### src/hw/rtl/subarray_sum_multiple_detector_top_defines.svh
// Assertion macros shared by the subarray sum multiple detector RTL.
`ifndef SUBARRAY_SUM_MULTIPLE_DETECTOR_TOP_DEFINES_SVH
`define SUBARRAY_SUM_MULTIPLE_DETECTOR_TOP_DEFINES_SVH

// Same-cycle implication, clocked on clk, disabled during reset.
`define SSMD_ASSERT_NOW(label, ante, cons, msg) \
	label: assert property (@(posedge clk) disable iff (!arst_n) (ante) |-> (cons)) \
		else $error(msg);

// Next-cycle implication, clocked on clk, disabled during reset.
`define SSMD_ASSERT_NEXT(label, ante, cons, msg) \
	label: assert property (@(posedge clk) disable iff (!arst_n) (ante) |=> (cons)) \
		else $error(msg);

`endif

### src/hw/rtl/ssmd_pkg.sv
// Package: shared constants and types of the subarray sum multiple detector.
`timescale 1ns / 1ps
`default_nettype none

package ssmd_pkg;

	// Modulus register
	localparam int unsigned CFG_W = 7;
	localparam logic [CFG_W-1:0] MODULUS_RESET = 7'd6;

	// Parameter defaults
	localparam int unsigned MAX_MODULUS_DEF = 64;
	localparam int unsigned MAX_LENGTH_DEF  = 1024;
	localparam int unsigned VALUE_WIDTH_DEF = 16;

	// Minimum distance between two equal prefixes
	localparam int unsigned MIN_SPAN = 2;

	// Sequencer states
	typedef enum logic [1:0] {
		ST_IDLE,
		ST_DIV,
		ST_CHECK,
		ST_OUT
	} seq_state_t;

	// Remainder table commands
	typedef struct packed {
		logic rd;
		logic wr;
		logic clr;
	} tbl_cmd_t;

endpackage

`default_nettype wire

### src/hw/rtl/ssmd_mod_unit.sv
// Bit-serial restoring remainder unit: one dividend bit per cycle.
`timescale 1ns / 1ps
`default_nettype none

module ssmd_mod_unit #(
	parameter int unsigned SUM_W = 17,
	parameter int unsigned REM_W = 6
) (
	input  wire logic                        clk,
	input  wire logic                        arst_n,
	input  wire logic                        start,
	input  wire logic [SUM_W-1:0]            dividend,
	input  wire logic [ssmd_pkg::CFG_W-1:0]  divisor,
	output logic                             done,
	output logic [REM_W-1:0]                 remainder
);

	localparam int unsigned KW  = ssmd_pkg::CFG_W;
	localparam int unsigned CNT_W = $clog2(SUM_W + 1);

	logic             busy_q;
	logic [CNT_W-1:0] cnt_q;
	logic [SUM_W-1:0] dvd_q;
	logic [KW-1:0]    rem_q;
	logic [KW:0]      trial;
	logic [KW:0]      diff;
	logic [KW-1:0]    rem_nxt;

	// One restoring step: shift in next bit, subtract divisor if it fits
	always_comb begin
		trial   = {rem_q, dvd_q[SUM_W-1]};
		diff    = trial - {1'b0, divisor};
		rem_nxt = (trial >= {1'b0, divisor}) ? diff[KW-1:0] : trial[KW-1:0];
	end

	// Control: step counter and busy flag
	always_ff @(posedge clk or negedge arst_n) begin
		if (!arst_n) begin
			busy_q <= 1'b0;
			cnt_q  <= '0;
		end else if (start) begin
			busy_q <= 1'b1;
			cnt_q  <= CNT_W'(SUM_W);
		end else if (busy_q) begin
			if (cnt_q != '0) begin
				cnt_q <= cnt_q - 1'b1;
			end else begin
				busy_q <= 1'b0;
			end
		end
	end

	// Datapath: dividend shifter and partial remainder
	always_ff @(posedge clk) begin
		if (start) begin
			dvd_q <= dividend;
			rem_q <= '0;
		end else if (busy_q && (cnt_q != '0)) begin
			dvd_q <= dvd_q << 1;
			rem_q <= rem_nxt;
		end
	end

	assign done      = busy_q && (cnt_q == '0);
	assign remainder = REM_W'(rem_q);

endmodule

`default_nettype wire

### src/hw/rtl/ssmd_table.sv
// First-occurrence table: position memory plus per-remainder seen bits.
`timescale 1ns / 1ps
`default_nettype none

module ssmd_table #(
	parameter int unsigned DEPTH  = 64,
	parameter int unsigned ADDR_W = 6,
	parameter int unsigned DATA_W = 11
) (
	input  wire logic                clk,
	input  wire logic                arst_n,
	input  wire ssmd_pkg::tbl_cmd_t  cmd,
	input  wire logic [ADDR_W-1:0]   rd_addr,
	input  wire logic [ADDR_W-1:0]   wr_addr,
	input  wire logic [DATA_W-1:0]   wr_data,
	output logic                     rd_seen,
	output logic [DATA_W-1:0]        rd_data
);

	logic [DEPTH-1:0]  valid_q;
	logic              seen_q;
	logic [DATA_W-1:0] data_q;
	logic [DATA_W-1:0] mem [DEPTH];

	// Seen bits; remainder zero is always seen at the position before start
	always_ff @(posedge clk or negedge arst_n) begin
		if (!arst_n) begin
			valid_q <= DEPTH'(1);
			seen_q  <= 1'b0;
		end else begin
			if (cmd.clr) begin
				valid_q <= DEPTH'(1);
			end else if (cmd.wr) begin
				valid_q[wr_addr] <= 1'b1;
			end
			if (cmd.rd) begin
				seen_q <= valid_q[rd_addr];
			end
		end
	end

	// Position memory; entry zero is never written and reads as zero
	always_ff @(posedge clk) begin
		if (cmd.wr) begin
			mem[wr_addr] <= wr_data;
		end
		if (cmd.rd) begin
			data_q <= (rd_addr == '0) ? '0 : mem[rd_addr];
		end
	end

	assign rd_seen = seen_q;
	assign rd_data = data_q;

endmodule

`default_nettype wire

### src/hw/rtl/subarray_sum_multiple_detector_top.sv
// Top level: sequencer, run state and result register of the detector.
//
// Usage: values of a sequence arrive on the input channel (value, last) with
// in_valid/in_stall; each transaction yields exactly one result transaction on
// the output channel (hit, start_index, end_index, none_found, end_of_run)
// with out_valid/out_stall. A transaction is taken when valid is high and
// stall is low. The modulus register is written through cfg_write/cfg_data;
// the user must do so only while the block is idle; the block does not enforce it.
// Timing: one item at a time. An item before the first hit goes through the
// bit-serial remainder unit, which handles one sum bit per cycle over the
// SUM_W-bit sum (the wider of VALUE_WIDTH and the remainder width, plus one),
// then the table read, the check and the output load. The next item is
// accepted in the idle state after the output load. After a hit, items up to
// and including the last one skip the divider and go to the output load.
// in_stall stays high while an item is in work.
// The result sits in an output register, so the next item is accepted while
// it waits; when out_stall holds, the sequencer waits before loading the next.
// Reset: modulus returns to 6, the remainder, position and hit flag clear and
// only remainder zero counts as seen. A last item clears the same run state.
`timescale 1ns / 1ps
`default_nettype none

module subarray_sum_multiple_detector_top #(
	parameter int unsigned MAX_MODULUS = ssmd_pkg::MAX_MODULUS_DEF,
	parameter int unsigned MAX_LENGTH  = ssmd_pkg::MAX_LENGTH_DEF,
	parameter int unsigned VALUE_WIDTH = ssmd_pkg::VALUE_WIDTH_DEF
) (
	input  wire logic                          clk,
	input  wire logic                          arst_n,
	// configuration
	input  wire logic                          cfg_write,
	input  wire logic [ssmd_pkg::CFG_W-1:0]    cfg_data,
	// input channel
	input  wire logic                          in_valid,
	output logic                               in_stall,
	input  wire logic [VALUE_WIDTH-1:0]        value,
	input  wire logic                          last,
	// output channel
	output logic                               out_valid,
	input  wire logic                          out_stall,
	output logic                               hit,
	output logic [$clog2(MAX_LENGTH)-1:0]      start_index,
	output logic [$clog2(MAX_LENGTH)-1:0]      end_index,
	output logic                               none_found,
	output logic                               end_of_run
);

	`include "subarray_sum_multiple_detector_top_defines.svh"

	localparam int unsigned KW    = ssmd_pkg::CFG_W;
	localparam int unsigned RW    = $clog2(MAX_MODULUS);
	localparam int unsigned PW    = $clog2(MAX_LENGTH);
	localparam int unsigned FW    = PW + 1;
	localparam int unsigned SUM_W = ((VALUE_WIDTH > RW) ? VALUE_WIDTH : RW) + 1;

	ssmd_pkg::seq_state_t state_q, state_nxt;
	ssmd_pkg::tbl_cmd_t   tbl_cmd;

	logic [KW-1:0]    modulus_q;
	logic [KW-1:0]    eff_mod;
	logic [RW-1:0]    remainder_q;
	logic [PW-1:0]    position_q;
	logic             matched_q;
	logic             last_q;

	logic             res_hit_q;
	logic [PW-1:0]    res_start_q;
	logic [PW-1:0]    res_end_q;

	logic             out_valid_q;
	logic             hit_q;
	logic [PW-1:0]    start_q;
	logic [PW-1:0]    end_q;
	logic             none_q;
	logic             eor_q;

	logic             in_acc;
	logic             out_acc;
	logic             out_free;
	logic             div_start;
	logic             div_done;
	logic [RW-1:0]    div_rem;
	logic             tbl_seen;
	logic [FW-1:0]    tbl_data;
	logic [FW-1:0]    here;
	logic [FW:0]      limit;
	logic             qualifies;

	// Modulus register
	always_ff @(posedge clk or negedge arst_n) begin
		if (!arst_n) begin
			modulus_q <= ssmd_pkg::MODULUS_RESET;
		end else if (cfg_write) begin
			modulus_q <= cfg_data;
		end
	end

	// Effective modulus: zero acts as one, large values saturate
	always_comb begin
		if (modulus_q == '0) begin
			eff_mod = KW'(1);
		end else if (32'(modulus_q) > 32'(MAX_MODULUS)) begin
			eff_mod = KW'(MAX_MODULUS);
		end else begin
			eff_mod = modulus_q;
		end
	end

	// Shared remainder unit; loads the new sum at the accepting edge
	ssmd_mod_unit #(
		.SUM_W (SUM_W),
		.REM_W (RW)
	) u_mod (
		.clk       (clk),
		.arst_n    (arst_n),
		.start     (div_start),
		.dividend  (SUM_W'(remainder_q) + SUM_W'(value)),
		.divisor   (eff_mod),
		.done      (div_done),
		.remainder (div_rem)
	);

	// First-occurrence table
	ssmd_table #(
		.DEPTH  (MAX_MODULUS),
		.ADDR_W (RW),
		.DATA_W (FW)
	) u_tbl (
		.clk     (clk),
		.arst_n  (arst_n),
		.cmd     (tbl_cmd),
		.rd_addr (div_rem),
		.wr_addr (remainder_q),
		.wr_data (here),
		.rd_seen (tbl_seen),
		.rd_data (tbl_data)
	);

	// Distance check against the first occurrence
	always_comb begin
		here      = FW'(position_q) + 1'b1;
		limit     = (FW + 1)'(tbl_data) + (FW + 1)'(ssmd_pkg::MIN_SPAN);
		qualifies = tbl_seen && ((FW + 1)'(here) >= limit);
	end

	assign in_acc   = in_valid && !in_stall;
	assign out_acc  = out_valid_q && !out_stall;
	assign out_free = !out_valid_q || !out_stall;

	// Next state
	always_comb begin
		state_nxt = state_q;
		case (state_q)
			ssmd_pkg::ST_IDLE: begin
				if (in_valid) begin
					state_nxt = matched_q ? ssmd_pkg::ST_OUT : ssmd_pkg::ST_DIV;
				end
			end
			ssmd_pkg::ST_DIV: begin
				if (div_done) begin
					state_nxt = ssmd_pkg::ST_CHECK;
				end
			end
			ssmd_pkg::ST_CHECK: begin
				state_nxt = ssmd_pkg::ST_OUT;
			end
			ssmd_pkg::ST_OUT: begin
				if (out_free) begin
					state_nxt = ssmd_pkg::ST_IDLE;
				end
			end
			default: begin
				state_nxt = ssmd_pkg::ST_IDLE;
			end
		endcase
	end

	// Sequencer outputs
	always_comb begin
		in_stall    = 1'b1;
		div_start   = 1'b0;
		tbl_cmd     = '0;
		case (state_q)
			ssmd_pkg::ST_IDLE: begin
				in_stall  = 1'b0;
				div_start = in_valid && !matched_q;
			end
			ssmd_pkg::ST_DIV: begin
				tbl_cmd.rd = div_done;
			end
			ssmd_pkg::ST_CHECK: begin
				tbl_cmd.wr = !tbl_seen;
			end
			ssmd_pkg::ST_OUT: begin
				tbl_cmd.clr = out_free && last_q;
			end
			default: begin
				in_stall = 1'b1;
			end
		endcase
	end

	// Run state and output valid
	always_ff @(posedge clk or negedge arst_n) begin
		if (!arst_n) begin
			state_q     <= ssmd_pkg::ST_IDLE;
			remainder_q <= '0;
			position_q  <= '0;
			matched_q   <= 1'b0;
			out_valid_q <= 1'b0;
		end else begin
			state_q <= state_nxt;
			if ((state_q == ssmd_pkg::ST_DIV) && div_done) begin
				remainder_q <= div_rem;
			end
			if (state_q == ssmd_pkg::ST_CHECK) begin
				if (qualifies) begin
					matched_q <= 1'b1;
				end
				if (32'(position_q) < MAX_LENGTH - 1) begin
					position_q <= position_q + 1'b1;
				end
			end
			if ((state_q == ssmd_pkg::ST_OUT) && out_free) begin
				out_valid_q <= 1'b1;
				if (last_q) begin
					remainder_q <= '0;
					position_q  <= '0;
					matched_q   <= 1'b0;
				end
			end else if (out_acc) begin
				out_valid_q <= 1'b0;
			end
		end
	end

	// Item capture, per-item result and output register
	always_ff @(posedge clk) begin
		if (in_acc) begin
			last_q      <= last;
			res_hit_q   <= 1'b0;
			res_start_q <= '0;
			res_end_q   <= '0;
		end
		if ((state_q == ssmd_pkg::ST_CHECK) && qualifies) begin
			res_hit_q   <= 1'b1;
			res_start_q <= tbl_data[PW-1:0];
			res_end_q   <= position_q;
		end
		if ((state_q == ssmd_pkg::ST_OUT) && out_free) begin
			hit_q   <= res_hit_q;
			start_q <= res_start_q;
			end_q   <= res_end_q;
			none_q  <= last_q && !matched_q;
			eor_q   <= last_q;
		end
	end

	assign out_valid   = out_valid_q;
	assign hit         = hit_q;
	assign start_index = start_q;
	assign end_index   = end_q;
	assign none_found  = none_q;
	assign end_of_run  = eor_q;

	// Checks
	`SSMD_ASSERT_NOW(a_done_in_div, div_done, state_q == ssmd_pkg::ST_DIV, "divider done outside divide state")
	`SSMD_ASSERT_NEXT(a_skip_after_hit, in_acc && matched_q, state_q == ssmd_pkg::ST_OUT, "item after hit was not skipped")
	`SSMD_ASSERT_NOW(a_hit_order, out_valid_q && hit_q, end_q > start_q, "hit span shorter than two")
	`SSMD_ASSERT_NOW(a_hit_none_excl, out_valid_q, !(hit_q && none_q), "hit and none_found together")

endmodule

`default_nettype wire

### config.mk
export PLATFORM = sky130hd
export DESIGN_NAME = subarray_sum_multiple_detector_top
export DESIGN_NICKNAME = d
export VERILOG_FILES = /design/src/hw/rtl/ssmd_pkg.sv /design/src/hw/rtl/ssmd_mod_unit.sv /design/src/hw/rtl/ssmd_table.sv /design/src/hw/rtl/subarray_sum_multiple_detector_top.sv
export VERILOG_INCLUDE_DIRS = /design/src /design/src/hw/rtl
export SDC_FILE = /design/constraint.sdc
export NUM_CORES = 1
export LEC_CHECK = 0
export ABC_AREA = 1
export BUFFER_PORTS_ARGS = -buffer_cell sky130_fd_sc_hd__buf_2
export CAP_MARGIN = 10
export CORE_ASPECT_RATIO = 0.6
export CORE_UTILIZATION = 60
export DETAILED_ROUTE_END_ITERATION = 12
export GPL_ROUTABILITY_DRIVEN = 1
export PLACE_DENSITY = 0.76
export RECOVER_POWER = 100
export SLEW_MARGIN = 0
export SYNTH_ARGS = -nofsm -noshare
export SYNTH_HDL_FRONTEND = slang
export SYNTH_HIERARCHICAL = 1
export SYNTH_SLANG_ARGS = --single-unit
### constraint.sdc
create_clock -name clk -period 6.17 [get_ports clk]
set_input_delay 0 -clock clk [delete_from_list [all_inputs] [get_ports clk]]
set_output_delay 0 -clock clk [all_outputs]
set_load 0.03 [all_outputs]
==> metrics.csv <==
metric,value,unit
synth-seq-cells,882,
drv_slew,775,
async_flop_share,0.111,
cpPeakStageDelay,2.63,ns
fin_crit_sh,0.817,
path_class,flop to flop,
synthToLayoutAreaGrowth,9.35,%
cap_violations,11,
dp_hpwl,55600,um
synth.most_common_cell,nand2_1,
totalNegativeSetupSlack,0,ns
via_per_inst,5.75,
grt_max_degree,182,
grt_pass1_vias,24536,
dr.pass1.iters,5,
path_cells,"nand3_1, nor4_1, nand2_1, nand2_1, nand2_1, inv_1, clkbuf_1",
yosys.area.top_type,edfxtp_1,
cts_root_buf,clkbuf_16,
final_cells,4673,
finalWeightedCongestion,0.926,
yosysWarnings,6,
place_inst,4485,
maxSlewHeadroom,-1.73,
start_kind,flop,
drive_gt1_frac,0.0522,
hold_path_class,input pin to flop,
clock_sinks,882,
rsz0062_at_grt,no,
cts_made_buffers,78,
fin_nets,3835,
cp_max_fo,64,
synth_area,38200,sq um
synth_ff_type,edfxtp_1,
vias,26893,
cp.arrival,4.91,ns
htree_levels,3,
drtIter0Drc,4021,
violations,"capacitance limit, slew limit",
die-area,64800,sq um
grt_usage,0.308,
grt_first_pass_wirelength,148000,um
drcViolationCount,0,
ir_worst_vdd,0.509,mV
syn_area_per_cell,10.3,sq um
yosysSeqAreaShare,0.678,
cts_tree,built,
final_hold_viol_count,0,
crit_path_frequent_cell,nand2_1,
cp.buffers_inverters,2,
antenna_left,0,
io_pins,54,
rows,71,
synth_fp_nets,3784,
start_util,0.609,
syn_inst,3722,
routed_wl,98500,um
ys_types,49,
fin_crit,5.04,ns
die_x,328,um
yosysTopAreaCellShare,0.609,
tightest_slew,4.10,ns
synth_area_leaders,"edfxtp_1 (61%), nand2_1 (12%), dfrtp_1 (6.2%)",
status,finished with violations,
cp_top_family,buffers and inverters,
endpoint_kind,flop,
cpMaxStageDelayCell,clkbuf_1,
clock_tree.buffer_depth,3,
insertion_delay,0.63,ns
die_h,198,um
port_buffers,53,
skew,0.0222,ns
cellPowerDensity,505,nW/um^2
synthTopCellsByCount,"nand2_1 (1254), edfxtp_1 (776), nor2_1 (507), nand3_1 (329), inv_1 (236)",
synth_edf_count,776,
wl_per_cell,21.1,um
fmax,198,MHz
crit_required,6.04,ns
antenna_found_initial,1,
clkTransAtPathRegs,0.06,ns
grt_remaining_overflow,0,
core-area,62800,sq um
p_leak,0.0166,uW
setup_viol,0,
[layout make-up]
cell class              count  area, sq um
flip-flops and latches    882        25900
fillers                  4683        21000
multi-input cells        2419        10500
clock buffers             104         2140
well taps                 839         1050
repair buffers            147          971
inverters                 245          927
clock inverters            36          342
diodes                      1         2.50
[tightest hold or removal path, stage by stage]
cell and delay [ns]:
buf_2 0.11, inv_1 0.07, fa_1 0.16, inv_1 0.04
nand2_1 0.06, nand2_1 0.04
[metal layers]
metal / up-vias / GRT usage / part of all wire
li1: 12383 / - / -
met1: 12808 / 0.470 / 0.42
met2: 1551 / 0.427 / 0.41
met3: 151 / 0.102 / 0.14
met4: 0 / 0.0677 / 0.021
met5: - / 0 / 0
[power breakdown]
part / internal [uW] / leakage (uW) / switching, uW
logic: 1840 / 0.00715 / 5960
clock network: 2730 / 0.00122 / 2130
registers: 8050 / 0.00827 / 420
total: 12600 / 0.0166 / 8510
[cells in the final DEF (no fill, tap or decap), types with 3 or more instances in the layout]
cell / Yosys / layout
clkbuf_8: 1 / 3
or2_2: 8 / 8
nor2_2: 8 / 5
nand3b_1: 5 / 5
nand4_1: 9 / 9
clkbuf_16: 0 / 81
a21oi_1: 62 / 61
o21ai_1: 9 / 9
xor2_4: 0 / 3
buf_12: 0 / 3
nor2_1: 507 / 508
ha_1: 31 / 31
nor2_4: 1 / 3
xnor2_1: 4 / 4
dlygate4sd3_1: 0 / 42
clkinv_2: 0 / 14
inv_2: 3 / 3
xor2_1: 21 / 18
buf_4: 21 / 19
nand3_1: 329 / 330
dfxtp_1: 8 / 4
nand2_2: 5 / 3
inv_4: 2 / 3
edfxtp_1: 776 / 776
clkbuf_1: 47 / 74
dfrtp_1: 95 / 95
nor3_1: 24 / 24
o21ai_0: 115 / 115
and3_1: 4 / 4
nor4_1: 3 / 3
bufinv_16: 0 / 7
clkinv_1: 4 / 20
nand2_1: 1254 / 1256
inv_1: 236 / 233
buf_2: 74 / 27
[repair_timing]
item,CTS,global route
endpoints found under the setup margin,0,0
buffers inserted,0,0
hold buffers,43,0
resized for setup,0,0
endpoints found under the hold margin,87,0
[through the flow]
| step | worst slack [ns] | cell area [sq um] | power (uW) | hold WS [ns] | utilization |
|---|---|---|---|---|---|
| 6_report | 1.13 | 41800 | 21100 | 0.0243 | 0.666 |
| 5_1_grt | 0.896 | 41800 | 22100 | 0.0542 | 0.666 |
| 4_1_cts | 1.97 | 42000 | 20900 | 0.00288 | 0.669 |
| 3_5_place_dp | 1.98 | 39100 | 16000 | 0.0521 | 0.622 |
| 3_3_place_gp | 2.07 | 39100 | 15800 | 0.0445 | 0.622 |
| 2_1_floorplan | 0.821 | 38200 | 13400 | -0.296 | - |
[registers in the layout (all words and copies together) (netlist names), 10 cells and up]
register / flops
u_tbl/rd_data: 11
position_q: 10
end_index: 10
res_start_q: 10
u_mod/dvd_q: 17
start_index: 10
u_tbl/mem: 704
res_end_q: 10
u_tbl/valid_q: 64
[final timing paths]
kind	from	endpoint	slack, ns	cells after the start
max	position_q[2]$_DFF_PN0_	u_tbl/mem[42][7]$_DFFE_PP_	1.13	7
min	value[1]	u_mod/dvd_q[1]$_DFFE_PP_	0.02	6
max reg2reg	position_q[2]$_DFF_PN0_	u_tbl/mem[42][7]$_DFFE_PP_	1.13	7
min reg2reg	res_end_q[0]$_SDFFCE_PN0P_	end_index[0]$_DFFE_PP_	0.43	0
max in group asynchronous	arst_n	u_tbl/valid_q[46]$_DFFE_PN0P_	1.54	4
min in group asynchronous	arst_n	u_tbl/valid_q[0]$_DFFE_PN1P_	0.69	3
[kinds of logic after synthesis]
| kind of cell | synth area share |
|---|---|
| AO/OA/AOI/OAI | 0.0263 |
| XOR/XNOR | 0.00572 |
| adder cells (fa/ha/maj) | 0.0112 |
| buffers and inverters | 0.0504 |
| flip-flops | 0.678 |
| multiplexers | 0.000294 |
| AND/OR/NAND/NOR | 0.228 |
Note: power is estimated with default switching activity, not from simulation.
